`src/rtl/sacl_pkg.sv`:
```
// ----------------------------------------------------------------------------
// sacl_pkg: shared types and constants of the cache tag controller.
// Holds the controller state encoding, the command and status bundles
// between controller and datapath, and the register indexes.
// ----------------------------------------------------------------------------
`default_nettype none

package sacl_pkg;

    localparam int STAMP_W   = 48;
    localparam int TOTAL_W   = 32;
    localparam int LAT_W     = 9;
    localparam int MAX_BYTES = 8;

    localparam logic [STAMP_W-1:0] STAMP_MAX = {STAMP_W{1'b1}};
    localparam logic [TOTAL_W-1:0] TOTAL_MAX = {TOTAL_W{1'b1}};

    localparam logic [1:0] CFG_WRITE_THROUGH  = 2'd0;
    localparam logic [1:0] CFG_WRITE_ALLOCATE = 2'd1;
    localparam logic [1:0] CFG_BUS_DELAY      = 2'd2;
    localparam logic [1:0] CFG_HIT_DELAY      = 2'd3;

    typedef enum logic [2:0] {
        ST_CLEAR = 3'b001,
        ST_IDLE  = 3'b010,
        ST_LOOK  = 3'b100
    } state_t;

    typedef struct packed {
        logic clear;
        logic capture;
        logic commit;
    } cmd_t;

    typedef struct packed {
        logic clear_last;
        logic out_valid;
    } sts_t;

endpackage

`default_nettype wire

```
`src/rtl/sacl_ctrl.sv`:
```
// ----------------------------------------------------------------------------
// sacl_ctrl: sequencing state machine of the cache tag controller.
// Runs the clearing pass after reset, takes one request, and commits it
// once the result register is free.
// ----------------------------------------------------------------------------
`default_nettype none

module sacl_ctrl (
    input  wire logic           clk,
    input  wire logic           rst_n,
    input  wire logic           in_valid,
    output logic                in_stall,
    input  wire logic           out_stall,
    input  wire sacl_pkg::sts_t sts,
    output sacl_pkg::cmd_t      cmd
);

    import sacl_pkg::*;

    state_t state_reg;
    state_t state_next;

    always_comb
    begin
        state_next  = state_reg;
        cmd.clear   = 1'b0;
        cmd.capture = 1'b0;
        cmd.commit  = 1'b0;
        unique case (state_reg)
            ST_CLEAR:
            begin
                cmd.clear = 1'b1;
                if (sts.clear_last)
                begin
                    state_next = ST_IDLE;
                end
            end
            ST_IDLE:
            begin
                if (in_valid)
                begin
                    cmd.capture = 1'b1;
                    state_next  = ST_LOOK;
                end
            end
            ST_LOOK:
            begin
                if (!sts.out_valid || !out_stall)
                begin
                    cmd.commit = 1'b1;
                    state_next = ST_IDLE;
                end
            end
            default:
            begin
                state_next = ST_CLEAR;
            end
        endcase
    end

    assign in_stall = (state_reg != ST_IDLE);

    always_ff @(posedge clk or negedge rst_n)
    begin
        if (!rst_n)
        begin
            state_reg <= ST_CLEAR;
        end
        else
        begin
            state_reg <= state_next;
        end
    end

endmodule

`default_nettype wire

```
`config.mk`:
```
export PLATFORM = sky130hd
export DESIGN_NAME = sacl_ctrl
export DESIGN_NICKNAME = d
export VERILOG_FILES = /design/src/rtl/sacl_pkg.sv /design/src/rtl/sacl_ctrl.sv
export SDC_FILE = /design/constraint.sdc
export NUM_CORES = 1
export LEC_CHECK = 0
export BUFFER_PORTS_ARGS = -buffer_cell sky130_fd_sc_hd__buf_2
export CORE_AREA = 10 10 47 49
export CTS_CLUSTER_SIZE = 10
export DETAILED_ROUTE_END_ITERATION = 6
export DIE_AREA = 0 0 57 59
export PLACE_DENSITY_LB_ADDON = 0.25
export SKIP_CTS_REPAIR_TIMING = 1
export SLEW_MARGIN = 20
export SYNTH_ARGS = -nofsm -noshare
export SYNTH_HDL_FRONTEND = slang
export SYNTH_SLANG_ARGS = --single-unit
export TNS_END_PERCENT = 10
```
`constraint.sdc`:
```
create_clock -name clk -period 2.83 [get_ports clk]
set_clock_uncertainty 0.05 [all_clocks]
set_input_delay 0.566 -clock clk [delete_from_list [all_inputs] [get_ports clk]]
set_output_delay 0.566 -clock clk [all_outputs]
set_load 0.01 [all_outputs]
```
==> results of run 1 <==
==> cell usage in the layout, fill, tap and decap left out <==
| cell type | instances |
|---|---|
| clkbuf_1 | 1 |
| and2b_2 | 1 |
| dfrtp_1 | 2 |
| or3b_1 | 1 |
| and3b_2 | 1 |
| nand2_1 | 3 |
| o21a_1 | 1 |
| inv_1 | 1 |
| nor2_1 | 4 |
| o21ai_0 | 1 |
| dfstp_2 | 1 |
| a31oi_1 | 1 |
| buf_2 | 9 |
| a22oi_1 | 1 |
| nor3b_1 | 1 |
| xnor2_1 | 1 |
| clkbuf_4 | 3 |
==> per-stage QoR <==
step | cells | power [mW] | hold WS, ns | setup slack, ns
2_1_floorplan | 20 | 0.139 | 0.220 | 1.20
3_3_place_gp | 45 | 0.175 | 0.315 | 1.19
3_5_place_dp | 45 | 0.172 | 0.312 | 1.19
4_1_cts | 49 | 0.251 | 0.0614 | 0.938
5_1_grt | 49 | 0.268 | 0.0560 | 0.872
6_report | 49 | 0.245 | 0.0709 | 0.954
==> area by class of cell <==
cell class,instances,share of cell area
clock buffer,4,0.0981
inverter,1,0.0140
multi-input combinational,16,0.360
sequential,3,0.285
tap,16,0.0748
timing repair buffer,9,0.168
==> kinds of logic after synthesis <==
family | synth area share
flip-flops | 0.433
XOR/XNOR | 0.0497
AND/OR/NAND/NOR | 0.348
buffers and inverters | 0.0213
AO/OA/AOI/OAI | 0.149
==> worst max-delay path: cells and delay by family, from the launching register on <==
kind / cells / cell delay, ns
buffers and inverters: 1 / 0.13
DFF: 1 / 0.42
and+or+nand+nor: 2 / 0.48
==> power breakdown <==
part | total [mW] | switching [mW] | internal, mW
registers | 0.0860 | 0.0222 | 0.0637
logic | 0.0846 | 0.0392 | 0.0454
clock network | 0.0744 | 0.0216 | 0.0528
total | 0.245 | 0.0830 | 0.162
==> worst paths after layout <==
path | from | end | slack (ns) | cells after the start
setup / recovery | state_reg[2]$_DFFE_PN0P_ | cmd[1] | 0.95 | 3
hold / removal | rst_n | state_reg[2]$_DFFE_PN0P_ | 0.07 | 1
setup reg to reg | state_reg[0]$_DFFE_PN1P_ | state_reg[0]$_DFFE_PN1P_ | 1.67 | 3
hold reg to reg | state_reg[0]$_DFFE_PN1P_ | state_reg[2]$_DFFE_PN0P_ | 0.48 | 1
max in group asynchronous | rst_n | state_reg[0]$_DFFE_PN1P_ | 2.47 | 1
min in group clk | state_reg[0]$_DFFE_PN1P_ | state_reg[2]$_DFFE_PN0P_ | 0.48 | 1
==> routing by layer <==
layer	routed length (microns)	GRT usage	part of all wire	vias to the layer above
met5	0	0	0	-
met4	0	0.0403	0	0
met3	73	0.0258	0.15	0
met2	138	0.0155	0.29	12
met1	270	0.0345	0.56	72
li1	-	-	-	94
==> out/results.ini, run 1 <==
[finish]
areaGrowthSynthToFinish_pct = 51.8
drive_above_1_share = 0.455
nets = 40
post-route-cell-area_sq_um = 268
antennaDiodeCount = 0
final_util = 0.191
multi_input_area_sq_um = 96.3
largest_register_ffs = 3
final-seq-area_sq_um = 76.3
fillers = 165

[timing]
finalSetupTns_ns = 0
hold_violations = 0
period_share = 0.663
worst_pin_slew_ns = 0.245
rsz0062_at_grt = no
period_needed_ns = 1.88
clock.fmax_mhz = 533
finalMaxSlewViolations = 0
relSlewSlack = 0.836
setup_viol = 0

[critical_path]
required_ns = 2.21
cp_max_fo = 6
cp_cell_sequence = or3b_1 > nor2_1 > buf_2
worstPathArrival_ns = 1.26
end_kind = primary output
start_kind = flop
cp_slowest_stage_delay_ns = 0.42
timing_worst_setup_path_type = reg -> out
slowest_stage = dfrtp_1

[floorplanning]
core_area_sq_um = 1400
io_pins = 10
initial_core_util = 0.126
fp-row-count = 14
die-area_sq_um = 3360
die_x_microns = 57
chipHeight_microns = 59

[drt]
num_vias = 178
ant_nets = 0
via_per_inst = 3.63
drc = 0
detail_route.wirelength_microns = 481
wl_per_cell_microns = 9.82
drtIter0Drc = 0
drtPass1Iterations = 1

[synthesis]
ys_seq_elements = 3
yosys.area.top_type_share = 0.284
synthTopCellsByCount = nor2_1 (4), nand2_1 (3), dfrtp_1 (2)
synth_seq_area_share = 0.433
yosys-top-cells-area = dfrtp_1 (28%), dfstp_2 (15%), nor2_1 (8.5%)
postSynthCellCount = 20
synth.avg_cell_area_sq_um = 8.82
synth_top_area_cell = dfrtp_1
synth.distinct_cells = 14
synth_edf_count = 0
synth_ff_type = dfrtp_1
ys_warn_count = 0
syn_area_sq_um = 176
synthMostInstantiatedCell = nor2_1
synthesis.nets = 26
async_flop_share = 1.00

[clocking]
cts-buffers-inserted = 3
cts.clk_slew.worst_paths_ns = 0.04
clock_latency_ns = 0.23
cts_buffer_depth = 2
clkSinkCount = 3
htree_levels = 1
cts_tree = built
root_buffer = clkbuf_4

[power_and_ir_drop]
worst_ir_drop_vdd_mv = 0.350
leakage_nw = 0.129
powerDensity_nw_per_um2 = 915

[grt]
grt_first_pass_wirelength_microns = 655
antenna_found_initial = 0
grt.total_usage = 0.0272
grt_max_degree = 7
grt_pass1_vias = 155
overflow = 0

[worst_hold_path]
hold_path.class = in -> async

[run]
timing.max_cap.violations = 0

[run_status]
run_status = complete, no violations

[placed_design]
place_congestion = 0.658
placed_area_sq_um = 241
hpwl_microns = 376
io_buffers = 9

Power figures use the tool's default switching activity.
==> run 2, diff against run 1 <==
--- a/config.mk
+++ b/config.mk
@@ -5,6 +5,7 @@
 export SDC_FILE = /design/constraint.sdc
 export NUM_CORES = 1
 export LEC_CHECK = 0
+export ABC_AREA = 1
 export BUFFER_PORTS_ARGS = -buffer_cell sky130_fd_sc_hd__buf_2
 export CORE_AREA = 10 10 47 49
 export CTS_CLUSTER_SIZE = 10
==> constraint.sdc (replaced) <==
create_clock -name clk -period 1.8 [get_ports clk]
set_clock_uncertainty 0.05 [all_clocks]
set_input_delay 0.36 -clock clk [delete_from_list [all_inputs] [get_ports clk]]
set_output_delay 0.36 -clock clk [all_outputs]
set_load 0.01 [all_outputs]
==> run 2 against run 1 <==
Register-to-register slack got worse by 0.92 ns. Power increased by 69%. Utilization increased by 1.2 points. Routed wire length decreased by 3.1%. Combinational power increased by 99%. Final cell count increased by 16%. Largest power group is now combinational cells. Sequential power increased by 47%. Critical endpoint unchanged. Die area unchanged.
==> out/results.ini, run 2 <==
[power_and_ir_drop]
worst_ir_drop_vdd_mv = 0.550  ; +57%
leakage_nw = 0.172  ; +34%
powerDensity_nw_per_um2 = 1450  ; +59%

[finish]
areaGrowthSynthToFinish_pct = 55.5
nets = 48  ; +20%
final_common_cell = buf_2
antennaDiodeCount = 0  ; unchanged
layout_common_cells = buf_2 (9), inv_1 (6), nor2_1 (5), nand2_1 (5)
largest_register_ffs = 3  ; unchanged
drive_above_1_share = 0.390  ; -0.0643
instances_no_fill = 57  ; +16%
post-route-cell-area_sq_um = 284  ; +6.1%

[drt]
drtPass1Iterations = 3  ; +2
ant_nets = 0  ; unchanged
drtIter0Drc = 3  ; +3
via_per_inst = 3.54  ; -2.4%
detail_route.wirelength_microns = 466  ; -3.1%
num_vias = 202  ; +13%
wl_per_cell_microns = 8.18  ; -17%
drc = 0  ; unchanged

[clocking]
cts-buffers-inserted = 3  ; unchanged
cts_buffer_depth = 2  ; unchanged
htree_levels = 1  ; unchanged
cts_tree = built
cts.clk_slew.worst_paths_ns = 0.04  ; about the same
clkSinkCount = 3  ; unchanged
clock_latency_ns = 0.23  ; about the same
root_buffer = clkbuf_4

[grt]
grt_pass1_vias = 191  ; +23%
grt_max_degree = 6  ; -1
grt.total_usage = 0.0315  ; +0.00426
grt_first_pass_wirelength_microns = 745  ; +14%
overflow = 0  ; unchanged
antenna_found_initial = 0  ; unchanged

[synthesis]
ys_warn_count = 0  ; unchanged
synth.avg_cell_area_sq_um = 6.77  ; -23%
async_flop_share = 1.00  ; unchanged
synthMostInstantiatedCell = inv_1
ys_seq_elements = 3  ; unchanged
syn_area_sq_um = 183  ; +3.5%
synthesis.nets = 33  ; +27%
postSynthCellCount = 27  ; +35%
yosys.area.top_type_share = 0.274  ; -0.00972
synthTopCellsByCount = inv_1 (6), nand2_1 (5), nor2_1 (5), nand3_1 (3), dfrtp_1 (2)
synth_top_area_cell = dfrtp_1
yosys-top-cells-area = dfrtp_1 (27%), dfstp_2 (14%), inv_1 (12%)
synth_seq_area_share = 0.418  ; -0.0148
synth_ff_type = dfrtp_1
synth_edf_count = 0  ; unchanged
synth.distinct_cells = 11  ; -3

[floorplanning]
die-area_sq_um = 3360  ; unchanged
die_x_microns = 57  ; unchanged
io_pins = 10  ; unchanged
chipHeight_microns = 59  ; unchanged
fp-row-count = 14  ; unchanged
core_area_sq_um = 1400  ; unchanged
initial_core_util = 0.130  ; +0.00446

[timing]
rsz0062_at_grt = no
period_needed_ns = 1.51
holdWs_ns = 0.345  ; +0.274 ns
setup_viol = 0  ; unchanged
relSlewSlack = 0.914  ; +0.0778
finalMaxSlewViolations = 0  ; unchanged
worst_pin_slew_ns = 0.128  ; -0.117 ns
period_share = 0.839
layout_setup_ws_ns = 0.290  ; -0.664 ns
hold_violations = 0  ; unchanged
clock.fmax_mhz = 662
finalSetupTns_ns = 0  ; unchanged

[placed_design]
place_congestion = 0.731  ; +11%
placed_area_sq_um = 248  ; +2.6%
dp_slack_ns = 0.534  ; -0.658 ns
hpwl_microns = 387  ; +3.1%
io_buffers = 9  ; unchanged
placedCellCount = 52  ; +16%

[worst_hold_path]
hold_path.class = in -> reg

[run]
timing.max_cap.violations = 0  ; unchanged

[critical_path]
end_kind = primary output
worstPathArrival_ns = 1.10  ; -0.16 ns
cp_max_fo = 5  ; -1
required_ns = 1.39  ; -0.82 ns
timing_worst_setup_path_type = reg -> out
start_kind = flop

[run_status]
run_status = complete, no violations

[run 2: cell count changes after synthesis, sizes merged, moves of 2 or more]
cell and delta:
inv +6, nor2 +2, nand2 +2, nand3 +4
[run 2: final timing paths]
check | startpoint | slack [ns] | cells after the start | endpoint
setup reg to reg | state_reg[0]$_DFFE_PN1P_ | 0.75 | 5 | state_reg[1]$_DFFE_PN0P_
min in group asynchronous | rst_n | 0.41 | 2 | state_reg[1]$_DFFE_PN0P_
max in group asynchronous | rst_n | 1.10 | 2 | state_reg[0]$_DFFE_PN1P_
hold / removal | sts[1] | 0.34 | 4 | state_reg[0]$_DFFE_PN1P_
hold reg to reg | state_reg[0]$_DFFE_PN1P_ | 0.48 | 2 | state_reg[0]$_DFFE_PN1P_
setup / recovery | state_reg[0]$_DFFE_PN1P_ | 0.29 | 4 | cmd[1]
[run 2: critical path, cell delays in order (launching register included)]
cell,delay [ns]
dfstp_2,0.54
inv_1,0.05
nand3_2,0.10
nor2_1,0.05
buf_2,0.13
[run 2: through the flow]
stage / power (mW) / utilization
final: 0.413 / 0.203
after global routing: 0.457 / 0.203
after CTS: 0.428 / 0.196
after detailed placement: 0.299 / 0.177
after global placement: 0.304 / 0.177
after floorplan: 0.243 / -
[run 2: report_power, final]
part / leakage, nW / switching, mW / internal [mW]
combinational: 0.121 / 0.102 / 0.0665
sequential: 0.0367 / 0.0228 / 0.104
clock: 0.0150 / 0.0355 / 0.0831
[run 2: cell families (layout without fill, tap and decap cells)]
| group | after synthesis | in the layout | share of synthesized area |
|---|---|---|---|
| compound gates | 1 | 1 | 0.0274 |
| flops | 3 | 3 | 0.418 |
| simple gates | 16 | 16 | 0.411 |
| buf+inv | 7 | 21 | 0.144 |
[run 2: per-layer routing]
metal  GRT usage  up-vias  wire length, microns
li1            -      109                     -
met2      0.0403        5                   234
met1      0.0260       88                   199
met3      0.0215        0                    32
met4      0.0503        0                     0
met5           0        -                     0
[run 2: cell type report]
type                       count  area (sq um)
fill                         168          1120
multi-input combinational     17          80.1
sequential                     3          76.3
timing repair buffer          10          55.1
clock buffer                   4          26.3
inverter                       7          26.3
tap                           16          20.0
